`src/spru_pkg.sv`:
```
// shared types and constants of the sprite pen run unpacker
`timescale 1ns / 1ps

package spru_pkg;

    localparam int WORD_W     = 32;
    localparam int BUF_W      = 64;
    localparam int HELD_W     = 7;
    localparam int PEEK_W     = 9;
    localparam int AMT_W      = 4;
    localparam int BUDGET_W   = 11;
    localparam int BPP_W      = 3;
    localparam int PEN_W      = 4;
    localparam int RUN_W      = 5;
    localparam int OFFSET_W   = 8;
    localparam int KIND_W     = 3;
    localparam int CFG_IDX_W  = 1;
    localparam int CFG_DATA_W = 3;

    localparam logic [AMT_W-1:0]  HDR_BITS  = 4'd5;
    localparam logic [HELD_W-1:0] BYTE_BITS = 7'd8;
    localparam logic [HELD_W-1:0] WORD_BITS = 7'd32;

    localparam logic [BPP_W-1:0] BPP_MIN   = 3'd1;
    localparam logic [BPP_W-1:0] BPP_MAX   = 3'd4;
    localparam logic [BPP_W-1:0] BPP_RESET = 3'd4;

    localparam logic [CFG_IDX_W-1:0] CFG_BITS_PER_PEN = 1'b0;
    localparam logic [CFG_IDX_W-1:0] CFG_LITERAL_ONLY = 1'b1;

    typedef enum logic [KIND_W-1:0] {
        K_SPRITE_END  = 3'd0,
        K_QUADRANT    = 3'd1,
        K_LINE_START  = 3'd2,
        K_PEN_RUN     = 3'd3,
        K_LINE_END    = 3'd4,
        K_DATA_NEEDED = 3'd5
    } t_kind;

    typedef struct packed {
        logic              load;
        logic              append;
        logic              consume;
        logic [AMT_W-1:0]  amt;
        logic [WORD_W-1:0] word;
    } t_buf_ctrl;

    typedef struct packed {
        logic [HELD_W-1:0] held;
        logic [PEEK_W-1:0] peek;
    } t_buf_stat;

    typedef struct packed {
        t_kind               kind;
        logic [PEN_W-1:0]    pen;
        logic [RUN_W-1:0]    run_length;
        logic [OFFSET_W-1:0] line_offset;
        logic                last;
    } t_result;

endpackage

```
`src/spru_ifs.sv`:
```
// channel interfaces of the sprite pen run unpacker
`timescale 1ns / 1ps

interface spru_in_if;
    logic        valid;
    logic        ready;
    logic        cmd;
    logic [31:0] data_word;

    modport source (output valid, output cmd, output data_word, input ready);
    modport sink (input valid, input cmd, input data_word, output ready);
endinterface

interface spru_out_if;
    logic       valid;
    logic       ready;
    logic [2:0] kind;
    logic [3:0] pen;
    logic [4:0] run_length;
    logic [7:0] line_offset;
    logic       last;

    modport source (output valid, output kind, output pen, output run_length,
                    output line_offset, output last, input ready);
    modport sink (input valid, input kind, input pen, input run_length,
                  input line_offset, input last, output ready);
endinterface

interface spru_cfg_if;
    logic       valid;
    logic       ready;
    logic       index;
    logic [2:0] data;

    modport source (output valid, output index, output data, input ready);
    modport sink (input valid, input index, input data, output ready);
endinterface

```
`src/spru_bitbuf.sv`:
```
// msb-first bit buffer with shared load, append and consume shifter
`timescale 1ns / 1ps

module spru_bitbuf import spru_pkg::*; (
    input  logic      i_clk,
    input  logic      i_rst_n,
    input  t_buf_ctrl i_ctrl,
    output t_buf_stat o_stat
);

    logic [BUF_W-1:0]  r_buf;
    logic [HELD_W-1:0] r_held;
    logic [WORD_W-1:0] stream;

    // byte 0 is read first
    assign stream = {i_ctrl.word[7:0], i_ctrl.word[15:8],
                     i_ctrl.word[23:16], i_ctrl.word[31:24]};

    always_ff @(posedge i_clk) begin
        if (!i_rst_n) begin
            r_held <= '0;
        end else if (i_ctrl.load) begin
            r_held <= WORD_BITS - BYTE_BITS;
        end else if (i_ctrl.append) begin
            r_held <= r_held + WORD_BITS;
        end else if (i_ctrl.consume) begin
            r_held <= r_held - {{(HELD_W-AMT_W){1'b0}}, i_ctrl.amt};
        end
    end

    always_ff @(posedge i_clk) begin
        if (i_ctrl.load) begin
            r_buf <= {stream[WORD_W-9:0], {(BUF_W-WORD_W+8){1'b0}}};
        end else if (i_ctrl.append) begin
            r_buf <= r_buf | ({stream, {(BUF_W-WORD_W){1'b0}}} >> r_held);
        end else if (i_ctrl.consume) begin
            r_buf <= r_buf << i_ctrl.amt;
        end
    end

    assign o_stat.held = r_held;
    assign o_stat.peek = r_buf[BUF_W-1 -: PEEK_W];

endmodule

```
`src/sprite_pen_run_unpacker.sv`:
```
// sprite pen run unpacker: one decode step per unstalled cycle over a shared bit buffer
// a start word's first result is registered and valid the cycle after it is accepted;
//   an append word is accepted in S_IDLE and its first result comes from S_DECODE
// throughput: one result per cycle while the output is not stalled; a new word is
//   accepted only in S_IDLE, and an append with no active line gives no result
// reset clears line and packet state, bits_per_pen resets to 4, literal_only to 0
`timescale 1ns / 1ps

module sprite_pen_run_unpacker import spru_pkg::*; (
    input  logic        i_clk,
    input  logic        i_rst_n,
    spru_in_if.sink     i_in,
    spru_out_if.source  o_out,
    spru_cfg_if.sink    i_cfg
);

    typedef enum logic {S_IDLE, S_DECODE} t_state;

    t_state              r_state;
    logic [BPP_W-1:0]    r_bpp;
    logic                r_lit_only;
    logic [BUDGET_W-1:0] r_line_left;
    logic                r_pk_lit;
    logic [PEN_W-1:0]    r_pk_left;
    logic                r_line_active;
    logic                r_out_vld;
    t_result             r_out;

    t_buf_ctrl           buf_ctrl;
    t_buf_stat           buf_stat;

    logic                step_en;
    logic                in_acc;
    logic [BPP_W-1:0]    bpp;
    logic [1:0]          pen_shift;
    logic                in_lit;
    logic                hdr;
    logic [AMT_W-1:0]    need;
    logic                budget_end;
    logic                starved;
    logic                flag;
    logic [PEN_W-1:0]    cnt;
    logic [PEN_W-1:0]    pen;
    logic [OFFSET_W-1:0] offset;

    spru_bitbuf u_bitbuf (
        .i_clk   (i_clk),
        .i_rst_n (i_rst_n),
        .i_ctrl  (buf_ctrl),
        .o_stat  (buf_stat)
    );

    assign step_en     = !r_out_vld || o_out.ready;
    assign i_in.ready  = (r_state == S_IDLE) && step_en;
    assign in_acc      = i_in.valid && i_in.ready;
    assign i_cfg.ready = 1'b1;

    always_comb begin
        if (r_bpp == '0) begin
            bpp = BPP_MIN;
        end else if (r_bpp > BPP_MAX) begin
            bpp = BPP_MAX;
        end else begin
            bpp = r_bpp;
        end
        pen_shift  = 2'(BPP_MAX - bpp);
        in_lit     = r_pk_lit && (r_pk_left != '0);
        hdr        = !r_lit_only && !in_lit;
        need       = {1'b0, bpp} + (hdr ? HDR_BITS : '0);
        budget_end = r_line_left <= {{(BUDGET_W-AMT_W){1'b0}}, need};
        starved    = buf_stat.held < {{(HELD_W-AMT_W){1'b0}}, need};
        flag       = buf_stat.peek[8];
        cnt        = buf_stat.peek[7:4];
        pen        = hdr ? (buf_stat.peek[3:0] >> pen_shift)
                         : (buf_stat.peek[8:5] >> pen_shift);
        offset     = i_in.data_word[7:0];
    end

    always_comb begin
        buf_ctrl.load    = in_acc && !i_in.cmd;
        buf_ctrl.append  = in_acc && i_in.cmd && r_line_active;
        buf_ctrl.consume = (r_state == S_DECODE) && step_en && !budget_end && !starved;
        buf_ctrl.amt     = need;
        buf_ctrl.word    = i_in.data_word;
    end

    always_ff @(posedge i_clk) begin
        if (!i_rst_n) begin
            r_state       <= S_IDLE;
            r_bpp         <= BPP_RESET;
            r_lit_only    <= 1'b0;
            r_line_left   <= '0;
            r_pk_lit      <= 1'b0;
            r_pk_left     <= '0;
            r_line_active <= 1'b0;
            r_out_vld     <= 1'b0;
        end else begin
            if (i_cfg.valid) begin
                unique case (i_cfg.index)
                    CFG_BITS_PER_PEN: r_bpp      <= i_cfg.data;
                    CFG_LITERAL_ONLY: r_lit_only <= i_cfg.data[0];
                    default:          r_bpp      <= r_bpp;
                endcase
            end
            unique case (r_state)
                S_IDLE: begin
                    if (in_acc && !i_in.cmd) begin
                        r_pk_lit          <= 1'b0;
                        r_pk_left         <= '0;
                        r_out_vld         <= 1'b1;
                        r_out.pen         <= '0;
                        r_out.run_length  <= '0;
                        r_out.line_offset <= offset;
                        if (offset == 8'd0) begin
                            r_out.kind    <= K_SPRITE_END;
                            r_out.last    <= 1'b1;
                            r_line_active <= 1'b0;
                            r_line_left   <= '0;
                        end else if (offset == 8'd1) begin
                            r_out.kind    <= K_QUADRANT;
                            r_out.last    <= 1'b1;
                            r_line_active <= 1'b0;
                            r_line_left   <= '0;
                        end else begin
                            r_out.kind    <= K_LINE_START;
                            r_out.last    <= 1'b0;
                            r_line_active <= 1'b1;
                            r_line_left   <= {offset - 8'd1, 3'b000};
                            r_state       <= S_DECODE;
                        end
                    end else begin
                        if (step_en) begin
                            r_out_vld <= 1'b0;
                        end
                        if (in_acc && r_line_active) begin
                            r_state <= S_DECODE;
                        end
                    end
                end
                S_DECODE: begin
                    if (step_en) begin
                        r_out_vld         <= 1'b1;
                        r_out.line_offset <= '0;
                        if (budget_end) begin
                            r_out.kind       <= K_LINE_END;
                            r_out.pen        <= '0;
                            r_out.run_length <= '0;
                            r_out.last       <= 1'b1;
                            r_line_active    <= 1'b0;
                            r_state          <= S_IDLE;
                        end else if (starved) begin
                            r_out.kind       <= K_DATA_NEEDED;
                            r_out.pen        <= '0;
                            r_out.run_length <= '0;
                            r_out.last       <= 1'b1;
                            r_state          <= S_IDLE;
                        end else begin
                            r_line_left <= r_line_left - {{(BUDGET_W-AMT_W){1'b0}}, need};
                            if (hdr && !flag && (cnt == '0)) begin
                                r_pk_lit         <= 1'b0;
                                r_pk_left        <= '0;
                                r_out.kind       <= K_LINE_END;
                                r_out.pen        <= '0;
                                r_out.run_length <= '0;
                                r_out.last       <= 1'b1;
                                r_line_active    <= 1'b0;
                                r_state          <= S_IDLE;
                            end else begin
                                r_out.kind <= K_PEN_RUN;
                                r_out.pen  <= pen;
                                r_out.last <= 1'b0;
                                if (!hdr) begin
                                    r_out.run_length <= 5'd1;
                                    if (!r_lit_only) begin
                                        r_pk_left <= r_pk_left - 4'd1;
                                    end
                                end else if (flag) begin
                                    r_pk_lit         <= 1'b1;
                                    r_pk_left        <= cnt;
                                    r_out.run_length <= 5'd1;
                                end else begin
                                    r_pk_lit         <= 1'b0;
                                    r_pk_left        <= '0;
                                    r_out.run_length <= {1'b0, cnt} + 5'd1;
                                end
                            end
                        end
                    end
                end
                default: r_state <= S_IDLE;
            endcase
        end
    end

    assign o_out.valid       = r_out_vld;
    assign o_out.kind        = r_out.kind;
    assign o_out.pen         = r_out.pen;
    assign o_out.run_length  = r_out.run_length;
    assign o_out.line_offset = r_out.line_offset;
    assign o_out.last        = r_out.last;

endmodule

```
`src/flat_wrapper.sv`:
```
// flat-port wrapper written by rule: the top's interface ports become plain ports
module sprite_pen_run_unpacker_flat import spru_pkg::*;
  (i_clk, i_rst_n, i_in_valid, i_in_cmd, i_in_data_word, i_in_ready, o_out_valid, o_out_kind, o_out_pen, o_out_run_length, o_out_line_offset, o_out_last, o_out_ready, i_cfg_valid, i_cfg_index, i_cfg_data, i_cfg_ready);
  spru_in_if i_in_i ();
  spru_out_if o_out_i ();
  spru_cfg_if i_cfg_i ();
  input  logic i_clk;
  input  logic i_rst_n;
  input wire logic [$bits(i_in_i.valid)-1:0] i_in_valid;
  input wire logic [$bits(i_in_i.cmd)-1:0] i_in_cmd;
  input wire logic [$bits(i_in_i.data_word)-1:0] i_in_data_word;
  output wire logic [$bits(i_in_i.ready)-1:0] i_in_ready;
  output wire logic [$bits(o_out_i.valid)-1:0] o_out_valid;
  output wire logic [$bits(o_out_i.kind)-1:0] o_out_kind;
  output wire logic [$bits(o_out_i.pen)-1:0] o_out_pen;
  output wire logic [$bits(o_out_i.run_length)-1:0] o_out_run_length;
  output wire logic [$bits(o_out_i.line_offset)-1:0] o_out_line_offset;
  output wire logic [$bits(o_out_i.last)-1:0] o_out_last;
  input wire logic [$bits(o_out_i.ready)-1:0] o_out_ready;
  input wire logic [$bits(i_cfg_i.valid)-1:0] i_cfg_valid;
  input wire logic [$bits(i_cfg_i.index)-1:0] i_cfg_index;
  input wire logic [$bits(i_cfg_i.data)-1:0] i_cfg_data;
  output wire logic [$bits(i_cfg_i.ready)-1:0] i_cfg_ready;
  assign i_in_i.valid = i_in_valid;
  assign i_in_i.cmd = i_in_cmd;
  assign i_in_i.data_word = i_in_data_word;
  assign i_in_ready = i_in_i.ready;
  assign o_out_valid = o_out_i.valid;
  assign o_out_kind = o_out_i.kind;
  assign o_out_pen = o_out_i.pen;
  assign o_out_run_length = o_out_i.run_length;
  assign o_out_line_offset = o_out_i.line_offset;
  assign o_out_last = o_out_i.last;
  assign o_out_i.ready = o_out_ready;
  assign i_cfg_i.valid = i_cfg_valid;
  assign i_cfg_i.index = i_cfg_index;
  assign i_cfg_i.data = i_cfg_data;
  assign i_cfg_ready = i_cfg_i.ready;
  sprite_pen_run_unpacker u_core (.i_clk(i_clk), .i_rst_n(i_rst_n), .i_in(i_in_i), .o_out(o_out_i), .i_cfg(i_cfg_i));
endmodule
```
`config.mk`:
```
export PLATFORM = sky130hd
export DESIGN_NAME = sprite_pen_run_unpacker_flat
export DESIGN_NICKNAME = d
export VERILOG_FILES = /design/src/spru_pkg.sv /design/src/spru_ifs.sv /design/src/spru_bitbuf.sv /design/src/sprite_pen_run_unpacker.sv /design/src/flat_wrapper.sv
export SDC_FILE = /design/constraint.sdc
export NUM_CORES = 1
export LEC_CHECK = 0
export BUFFER_PORTS_ARGS = -buffer_cell sky130_fd_sc_hd__buf_2
export CORE_MARGIN = 8
export CORE_UTILIZATION = 40
export CTS_CLUSTER_DIAMETER = 200
export DETAILED_ROUTE_END_ITERATION = 10
export PLACE_DENSITY_LB_ADDON = 0.08
export SYNTH_ARGS = -nofsm -noshare
export SYNTH_HDL_FRONTEND = slang
export SYNTH_SLANG_ARGS = --single-unit
export TNS_END_PERCENT = 10
```
`constraint.sdc`:
```
create_clock -name i_clk -period 4.7 [get_ports i_clk]
set_clock_uncertainty 0.05 [all_clocks]
set_input_delay 0.47 -clock i_clk [delete_from_list [all_inputs] [get_ports i_clk]]
set_output_delay 0.47 -clock i_clk [all_outputs]
set_load 0.02 [all_outputs]
```
==> results.toml, run 1 <==
[placement]
io_buffers = 64
dp_cells = 1733
gp_congestion = 1.02
hpwl_mm = 35.6
dp_slack_ns = 0.533

[cts]
htreeDepth = 4
clkSinkCount = 115
cts_resized = 0
clkTransAtPathRegs_ns = 0.07
cts.path.max_buffers = 2
cts_made_buffers = 17
cts_setup_buffers = 0
cts_hold_buf = 0
cts_tree = "built"
clock_latency_ns = 0.43
cts_root_buf = "clkbuf_16"

[worst_hold_path]
worstHoldPathType = "input pin to flop"

[finish]
areaGrowthSynthToFinish_pct = 9.35
fin_nets = 1430
stdcell_count = 1765
antennaDiodeCount = 0
drive_gt1_share_pct = 19.1

[floorplan]
rows = 62
initial_utilization_pct = 40.3
die_x_um = 185
dieArea_um2 = 34400
core_area_um2 = 28500
ios = 66
dieHeight_um = 185

[routing]
drt_pass1_iterations = 6
avgViaCountPerCell = 6.55
drt_iter0_drc = 1560
antenna_left = 0
routedWlPerCell_um = 26.8
vias = 11553
drc = 0
wl_mm = 47.3

[setup_path]
criticalPathCategory = "flop to flop"
crit_required_ns = 5.00
critical_path.top_delay_family = "compound AO/OA/AOI/OAI gates"
endpoint_kind = "flop"
crit_fanout = 27
critPathLaunchType = "flop"
critPathMostFrequentCell = "ha_1"
slowest_stage = "or4b_4"
critPathBufInv = 3
worstPathArrival_ns = 4.52
worstPathCellList = "inv_1 > ha_1 > nand2_1 > a21oi_2 > ha_1 > a31o_2 > inv_2 > ha_1 > o21a_1 > o31a_1 > or4b_4 > o211a_4 > nand2_2 > buf_4 > o21ai_0 > a21oi_1"
cpPeakStageDelay_ns = 0.53

[job]
maxCapViolations = 0

[timing]
fin_hold_ws_ns = 0.216
post-route-min-period_ns = 4.23
drv_slew = 0
fmax_mhz = 237
rsz0062_at_grt = "false"
period_share_pct = 89.9
worst_slack_ns = 0.473
worst_pin_slew_ns = 1.06
finalHoldViolCount = 0
slew_headroom_pct = 28.8
finalSetupViolations = 0
setup-tns-final_ns = 0

[synthesis]
syn-instance-count = 1366
ys_types = 91
ys_seq_elements = 115
yosysSeqAreaShare_pct = 24.0
postSynthAreaPerCell_um2 = 8.40
syn_area_um2 = 11500
syn_nets = 1428
synthArstFlopShare_pct = 0
synth_flop_cell = "dfxtp_1"
yosys_warnings = 0
synth_edf_count = 45

[pwr]
netSwitchingFraction_pct = 39.0
power_frac_seq_pct = 32.2
p_clk_share_pct = 35.2
p_leak_uw = 0.00450
power_frac_comb_pct = 32.6
p_switching_uw = 1500
p_int_uw = 2340
peakVddDrop_mv = 0.181
pwr_density_cell_nw_per_um2 = 306

[global_routing]
first_global_vias = 10851
antenna_found_initial = 0
grt_pass1_wl_mm = 71.7
grtUsageTotal_pct = 27.5
grt-ovfl-total = 0
grt_max_degree = 61

[run_status]
outcome = "finished clean"
synth_stat cells, drive strengths merged, types with 7 or more instances:
cell	count	area [um2]
a21oi	86	445
a311oi	8	70.1
nand2b	10	70.1
a22oi	12	90.1
a31oi	28	175
o21ai	60	304
a221oi	20	175
nand2	195	734
o221ai	7	61.3
clkbuf	64	320
ha	18	225
mux2i	96	986
nor2b	23	144
o32ai	8	77.6
buf	58	358
edfxtp	45	1350
a211oi	37	278
nor2	133	504
mux4	59	1330
o211ai	24	190
dfxtp	70	1400
xor2	9	86.3
mux2	29	330
o22ai	30	188
o31ai	7	52.6
inv	22	82.6
nand3	45	238
nor3	39	195
and2	10	62.6
worst paths after layout:
path                                      startpoint                                     end  slack, ns  cells after the start
setup / recovery    u_core.r_pk_left[0]$_SDFFE_PN0P_  u_core.u_bitbuf.r_buf[13]$_SDFFE_PP0P_       0.47                     16
hold reg to reg   u_core.r_line_left[7]$_SDFFE_PN0P_      u_core.r_line_left[7]$_SDFFE_PN0P_       0.44                      2
hold / removal                         i_cfg_data[2]            u_core.r_bpp[2]$_SDFFE_PN1P_       0.22                      3
setup reg to reg    u_core.r_pk_left[0]$_SDFFE_PN0P_  u_core.u_bitbuf.r_buf[13]$_SDFFE_PP0P_       0.47                     16
tightest hold or removal path: cells and delay by family:
family                 cells  cell delay (ns)
muxes                      1             0.06
buffers and inverters      1             0.08
and+or+nand+nor            1             0.06
state kept, by name, indices dropped and copies added, names as in the netlist:
signal	flops
u_core.o_out.kind	3
u_core.o_out.last	1
u_core.o_out.line_offset	8
u_core.o_out.pen	4
u_core.o_out.run_length	5
u_core.o_out.valid	1
u_core.r_bpp	3
u_core.r_line_active	1
u_core.r_line_left	11
u_core.r_lit_only	1
u_core.r_pk_left	4
u_core.r_pk_lit	1
u_core.r_state	1
u_core.u_bitbuf.r_buf	64
u_core.u_bitbuf.r_held	7
metal layers:
metal | GRT usage [%] | vias to the layer above | share of wire (%)
met4 | 7.59 | 0 | 2.5
li1 | - | 5216 | -
met5 | 0 | - | 0
met3 | 4.59 | 66 | 7.9
met2 | 40.9 | 595 | 43
met1 | 40.4 | 5676 | 46
power by group through the flow:
stage	sequential, uW	clock (uW)	combinational (uW)
detailed placement	1250	0	1220
global route	1240	1400	1330
global placement	1250	0	1230
floorplan	1220	0	853
finish	1240	1350	1250
CTS	1230	1360	1230
layout by cell type, fill, tap and decap left out, drive strengths merged, types with 9 or more instances in the layout:
master,n
a22oi,12
nor2,133
inv,32
o22ai,30
nand2,195
o21ai,60
a221oi,20
a21oi,86
nand3,45
buf,105
nor2b,23
mux4,59
mux2i,96
nor3,39
and2,10
o211ai,24
a211oi,37
ha,18
xor2,9
clkbuf,17
edfxtp,45
nand2b,10
mux2,29
dfxtp,70
a31oi,28
final cells by class:
| class | instances | area, um2 |
|---|---|---|
| inverters | 24 | 90.1 |
| multi-input cells | 1105 | 8000 |
| repair buffers | 105 | 641 |
| clock inverters | 15 | 159 |
| well taps | 384 | 480 |
| fillers | 2950 | 15900 |
| clock buffers | 17 | 425 |
| flip-flops and latches | 115 | 2760 |
cells by family after synthesis:
family / share of synthesized area, %
AND/OR/NAND/NOR: 19.6
AO/OA/AOI/OAI: 23.3
multiplexers: 23.0
buffers and inverters: 6.69
flip-flops: 24.0
adder cells (fa/ha/maj): 2.31
XOR/XNOR: 0.981
other: 0.0327
through the flow:
| stage | util (%) | total power, uW | instance area (um2) |
|---|---|---|---|
| global route | 44.1 | 3980 | 12600 |
| CTS | 44.1 | 3810 | 12600 |
| finish | 44.1 | 3840 | 12600 |
| detailed placement | 42.0 | 2470 | 12000 |
| global placement | 42.0 | 2480 | 12000 |
| floorplan | - | 2070 | 11500 |
Note: power is estimated with default switching activity, not from simulation.
==> run 2, diff against run 1 <==
==> constraint.sdc (replaced) <==
create_clock -name i_clk -period 4 [get_ports i_clk]
set_clock_uncertainty 0.05 [all_clocks]
set_input_delay 1 -clock i_clk [delete_from_list [all_inputs] [get_ports i_clk]]
set_output_delay 1 -clock i_clk [all_outputs]
set_load 0.02 [all_outputs]
==> run 2 against run 1 <==
Net effect:
- sequential power is 18% higher
- non-clock buffer count is 26 higher
- flip-flop and latch count stayed put
- sequential share of layout area is 0.57 points lower
- cell area is 2.8% higher
- maximum frequency is 13% higher
- total power is 17% higher
- global-route usage is 0.25 points higher
- critical path depth stayed put
- cell count is 1.5% higher
- clock-buffer cell count stayed put
- setup slack worse by 0.21 ns
==> results.toml, run 2 (synthesized netlist as in run 1, its figures left out) <==
[setup_path]
cp_num_cells = 16
worstPathArrival_ns = 3.99
rrSetupSlack_ns = 0.27
rr_worst_depth = 16
criticalPathCategory = "flop to flop"
r2r_start = "u_core.r_pk_left[0]$_SDFFE_PN0P_"
crit_fanout = 15
cpPeakStageDelay_ns = 0.59
endpoint_kind = "flop"
crit_required_ns = 4.26
worstPathCellList = "inv_2 > ha_4 > nand2_2 > a21oi_4 > ha_4 > ha_4 > inv_4 > ha_1 > nor2b_1 > o31a_1 > or4b_4 > o211a_4 > nand2_2 > buf_4 > a21oi_1 > a211o_1"
startpoint = "u_core.r_pk_left[0]$_SDFFE_PN0P_"
critPathBufInv = 3
slowest_stage = "or4b_4"
critPathMostFrequentCell = "ha_4"
reg2reg_to = "u_core.u_bitbuf.r_buf[30]$_SDFFE_PP0P_"
critPathLaunchType = "flop"
critical_path.top_delay_family = "simple AND/OR/NAND/NOR gates"

[routing]
wl_mm = 47.9
avgViaCountPerCell = 6.52
wl_met3_mm = 3.78
drc = 0
vias = 11682
routedWlPerCell_um = 26.7
drt-met1-wl_mm = 22.0
drt_iter0_drc = 1397
drt_pass1_iterations = 5
met2WireLength_mm = 21.0
highest_layer = "met5"
antenna_left = 0

[finish]
areaGrowthSynthToFinish_pct = 12.4
antennaDiodeCount = 0
reg_top3 = "u_core.u_bitbuf.r_buf x64, u_core.r_line_left x11, u_core.o_out.line_offset x8"
fin_nets = 1456
stdcell_count = 1791
most-common-layout-cells = "nand2_1 (192), nor2_1 (128), mux2i_1 (94), a21oi_1 (84), dfxtp_1 (66)"
drive_gt1_share_pct = 21.3
final_common_cell = "nand2_1"
largest_reg_flops = 64
regMostFlops = "u_core.u_bitbuf.r_buf"

[floorplan]
dieHeight_um = 185
initial_utilization_pct = 40.3
rows = 62
core_area_um2 = 28500
dieArea_um2 = 34400
die_x_um = 185
ios = 66

[placement]
dp_slack_ns = 0.319
io_buffers = 64
dp_cells = 1759
hpwl_mm = 36.4
gp_congestion = 0.934

[global_routing]
grt_max_degree = 69
antenna_found_initial = 1
first_global_vias = 11025
grt_pass1_wl_mm = 72.2
grt-ovfl-total = 0
grtUsageTotal_pct = 27.8

[cts]
cts_setup_buffers = 0
cts.path.max_buffers = 2
cts_resized = 0
clkSinkCount = 115
clkTransAtPathRegs_ns = 0.07
cts_tree = "built"
cts_root_buf = "clkbuf_16"
cts_made_buffers = 17
cts_hold_buf = 0
clock_latency_ns = 0.44
htreeDepth = 4

[worst_hold_path]
whs_endpoint = "u_core.r_line_left[7]$_SDFFE_PN0P_"
hp-start = "u_core.r_line_left[7]$_SDFFE_PN0P_"
min_path_cells = 2
worstHoldPathType = "flop to flop"

[timing]
fmax_mhz = 268
finalHoldViolCount = 0
post-route-min-period_ns = 3.73
rsz0062_at_grt = "false"
finalSetupViolations = 0
setup-tns-final_ns = 0
drv_slew = 0
slew_headroom_pct = 29.0
period_share_pct = 93.4
worst_slack_ns = 0.265
worst_pin_slew_ns = 1.06

[pwr]
peakVddDrop_mv = 0.260
p_leak_uw = 0.00465
pwr_density_cell_nw_per_um2 = 349

[run_status]
outcome = "finished clean"

[job]
maxCapViolations = 0
==> run 2: stage by stage <==
stage | instance area [um2] | util [%] | total power, uW | hold slack (ns)
after floorplan | 11700 | - | 2450 | 0.390
after global placement | 12300 | 43.3 | 2940 | 0.403
after detailed placement | 12300 | 43.3 | 2940 | 0.420
after CTS | 12900 | 45.3 | 4480 | 0.429
after global routing | 12900 | 45.3 | 4680 | 0.448
final | 12900 | 45.3 | 4510 | 0.429
==> run 2: cell type report <==
cell class	instances	area, um2
multi-input cells	1105	8090
repair buffers	131	898
flip-flops and latches	115	2760
fillers	2871	15600
inverters	24	92.6
well taps	384	480
clock buffers	17	425
clock inverters	15	158
==> run 2: how the worst max path moves through the flow <==
| stage | to | slack, ns |
|---|---|---|
| 3_3_place_gp | u_core.u_bitbuf.r_buf[30]$_SDFFE_PP0P_ | 0.36 |
| 6_report | u_core.u_bitbuf.r_buf[30]$_SDFFE_PP0P_ | 0.27 |
| 4_1_cts | u_core.u_bitbuf.r_buf[30]$_SDFFE_PP0P_ | 0.29 |
| 3_5_place_dp | u_core.u_bitbuf.r_buf[30]$_SDFFE_PP0P_ | 0.32 |
| 5_1_grt | u_core.u_bitbuf.r_buf[1]$_SDFFE_PP0P_ | 0.08 |
| 2_1_floorplan | u_core.u_bitbuf.r_buf[40]$_DFFE_PP_ | -0.07 |
==> run 2: power by group <==
part           total [uW]  internal (uW)  switching (uW)  leakage [uW]
registers            1460           1330             129      0.000985
clock network        1550            919             633      0.000266
logic                1490            568             926       0.00340
==> run 2: per-layer routing <==
metal  up-vias  track usage (%)
met1      5773             39.7
met5         -                0
li1       5256                -
met4         2             8.26
met3        71             4.92
met2       580             41.9
==> run 2: worst min-delay path, delay by kind of cell, from the launching register on <==
| kind | cells | cell delay (ns) |
|---|---|---|
| DFF | 1 | 0.31 |
| AOI/OAI and AO/OA | 1 | 0.06 |
| and+or+nand+nor | 1 | 0.05 |
==> run 3, diff against run 2 <==
--- a/config.mk
+++ b/config.mk
@@ -5,12 +5,13 @@
 export SDC_FILE = /design/constraint.sdc
 export NUM_CORES = 1
 export LEC_CHECK = 0
-export BUFFER_PORTS_ARGS = -buffer_cell sky130_fd_sc_hd__buf_2
+export BUFFER_PORTS_ARGS = -buffer_cell sky130_fd_sc_hd__buf_4
 export CORE_MARGIN = 8
 export CORE_UTILIZATION = 40
 export CTS_CLUSTER_DIAMETER = 200
 export DETAILED_ROUTE_END_ITERATION = 10
 export PLACE_DENSITY_LB_ADDON = 0.08
+export SETUP_SLACK_MARGIN = 0.1
 export SYNTH_ARGS = -nofsm -noshare
 export SYNTH_HDL_FRONTEND = slang
 export SYNTH_SLANG_ARGS = --single-unit
==> run 3 against run 2 <==
Net effect:
- die area unchanged
- clock power increased by 8%
- critical path depth increased by 3
- non-clock buffer count decreased by 7
- largest power group unchanged
- sequential share of layout area decreased by 0.26 points
- cell count decreased by 0.39%
- via count increased by 1.1%
- setup slack improved by 0.0088 ns
- clock-buffer cell count increased by 1
- utilization increased by 0.56 points
==> results.toml, run 3 (synthesized netlist as in run 1, its figures left out) <==
[setup_path]
worstPathCellList = "inv_2 > ha_4 > nand2_2 > a21oi_4 > ha_4 > ha_4 > xor2_4 > inv_2 > buf_4 > ha_1 > nand2_1 > o21bai_1 > a31oi_1 > buf_4 > o211ai_4 > nor2_4 > buf_12 > mux2_1 > o21a_1"
r2r_start = "u_core.r_pk_left[1]$_SDFFE_PN0P_"
worstPathArrival_ns = 3.99
cpPeakStageDelay_ns = 0.35
critPathMostFrequentCell = "ha_4"
critPathLaunchType = "flop"
crit_required_ns = 4.27
rr_worst_depth = 19
crit_end = "u_core.u_bitbuf.r_buf[35]$_SDFFE_PP0P_"
endpoint_kind = "flop"
criticalPathCategory = "flop to flop"
crit_fanout = 33
rrSetupSlack_ns = 0.27
slowest_stage = "mux2_1"
reg2reg_to = "u_core.u_bitbuf.r_buf[35]$_SDFFE_PP0P_"
startpoint = "u_core.r_pk_left[1]$_SDFFE_PN0P_"

[finish]
nFillCells = 2844
reg_top3 = "u_core.u_bitbuf.r_buf x64, u_core.r_line_left x11, u_core.o_out.line_offset x8"
fin_nets = 1449
areaGrowthSynthToFinish_pct = 13.8
antennaDiodeCount = 0
most-common-layout-cells = "nand2_1 (192), nor2_1 (128), buf_4 (117), mux2i_1 (94), a21oi_1 (84)"
final_common_cell = "nand2_1"
regMostFlops = "u_core.u_bitbuf.r_buf"
drive_gt1_share_pct = 20.9
largest_reg_flops = 64

[routing]
antenna_left = 0
drt_pass1_iterations = 6
drc = 0
routedWlPerCell_um = 27.1
avgViaCountPerCell = 6.62
vias = 11810
wl_mm = 48.4
drt_iter0_drc = 1495

[pwr]
p_leak_uw = 0.00471
finalPower_uw = 4640
peakVddDrop_mv = 0.211
pwr_density_cell_nw_per_um2 = 355

[floorplan]
dieHeight_um = 185
ios = 66
dieArea_um2 = 34400
rows = 62
die_x_um = 185
initial_utilization_pct = 40.3
core_area_um2 = 28500

[cts]
clock_latency_ns = 0.43
htreeDepth = 4
clkTransAtPathRegs_ns = 0.06
cts_tree = "built"
cts.path.max_buffers = 2
cts_made_buffers = 17
cts_hold_buf = 0
cts_root_buf = "clkbuf_16"
clkSinkCount = 115

[timing]
rsz0062_at_grt = "false"
fmax_mhz = 268
drv_slew = 0
finalHoldViolCount = 0
worst_pin_slew_ns = 1.03
slew_headroom_pct = 31.0
setup-tns-final_ns = 0
period_share_pct = 93.1
post-route-min-period_ns = 3.73
finalSetupViolations = 0

[global_routing]
grtUsageTotal_pct = 28.1
first_global_vias = 11033
grt_max_degree = 69
grt_pass1_wl_mm = 72.8
antenna_found_initial = 1
grt-ovfl-total = 0

[worst_hold_path]
worstHoldPathType = "flop to flop"

[placement]
gp_congestion = 1.01
io_buffers = 64
hpwl_mm = 36.6

[run_status]
outcome = "finished clean"

[job]
maxCapViolations = 0
## run 3: cell count changes in the layout (fill, tap and decap cells not counted), moves of 3 or more
cell	previous run	this run
buf_4	61	117
clkinv_4	2	5
buf_2	64	0
clkinvlp_4	6	1
## run 3: what timing repair did
item,4_1_cts,5_1_grt
buffers inserted,0,0
setup endpoints to repair,0,1
gates resized for setup,0,1
## run 3: cell type report
class / instances / area, um2 / share of cell area (%)
Multi-Input combinational cell: 1105 / 8100 / 62.0
Sequential cell: 115 / 2760 / 21.1
Timing Repair Buffer: 124 / 1020 / 7.80
Tap cell: 384 / 480 / 3.68
Clock buffer: 18 / 439 / 3.36
Clock inverter: 14 / 178 / 1.36
Inverter: 24 / 92.6 / 0.709
## run 3: report_power, final
part           internal [uW]  switching, uW  leakage (uW)
sequential              1330            126      0.000985
combinational            583            934       0.00343
clock                   1010            660      0.000301
## run 3: how the worst min path moves through the flow
stage	slack, ns	start	depth (start not counted)	endpoint
global route	0.44	u_core.r_line_left[7]$_SDFFE_PN0P_	2	u_core.r_line_left[7]$_SDFFE_PN0P_
CTS	0.42	u_core.r_line_left[7]$_SDFFE_PN0P_	2	u_core.r_line_left[7]$_SDFFE_PN0P_
detailed placement	0.41	u_core.r_pk_left[1]$_SDFFE_PN0P_	1	u_core.r_pk_left[1]$_SDFFE_PN0P_
floorplan	0.39	u_core.r_line_left[7]$_SDFFE_PN0P_	2	u_core.r_line_left[7]$_SDFFE_PN0P_
finish	0.42	u_core.r_line_left[7]$_SDFFE_PN0P_	2	u_core.r_line_left[7]$_SDFFE_PN0P_
global placement	0.40	u_core.r_line_left[7]$_SDFFE_PN0P_	2	u_core.r_line_left[7]$_SDFFE_PN0P_
## run 3: stage by stage
stage | setup WS (ns) | instance area, um2 | std cells | hold WS (ns) | util (%)
2_1_floorplan | -0.0741 | 11700 | 1366 | 0.390 | -
3_3_place_gp | 0.376 | 12400 | 1752 | 0.403 | 43.7
3_5_place_dp | 0.334 | 12400 | 1752 | 0.412 | 43.7
4_1_cts | 0.292 | 13100 | 1784 | 0.422 | 45.9
5_1_grt | 0.114 | 13100 | 1784 | 0.444 | 45.9
6_report | 0.274 | 13100 | 1784 | 0.420 | 45.9
## run 3: metal layers
metal | vias up | routed length, um | GRT usage (%)
li1 | 5255 | - | -
met1 | 5844 | 21900 | 41.3
met2 | 642 | 21100 | 41.9
met3 | 67 | 4010 | 3.51
met4 | 2 | 1400 | 9.03
met5 | - | 12 | 0
## run 3: worst max-delay path: cells and delay by family, from the launching register on
family / cells / cell delay, ns
XOR/XNOR: 1 / 0.16
adder cells (fa/ha/maj): 4 / 0.81
multiplexers: 1 / 0.35
AND/OR/NAND/NOR: 3 / 0.33
AO/OA/AOI/OAI: 5 / 0.82
buffers and inverters: 5 / 0.74
flip-flops: 1 / 0.33
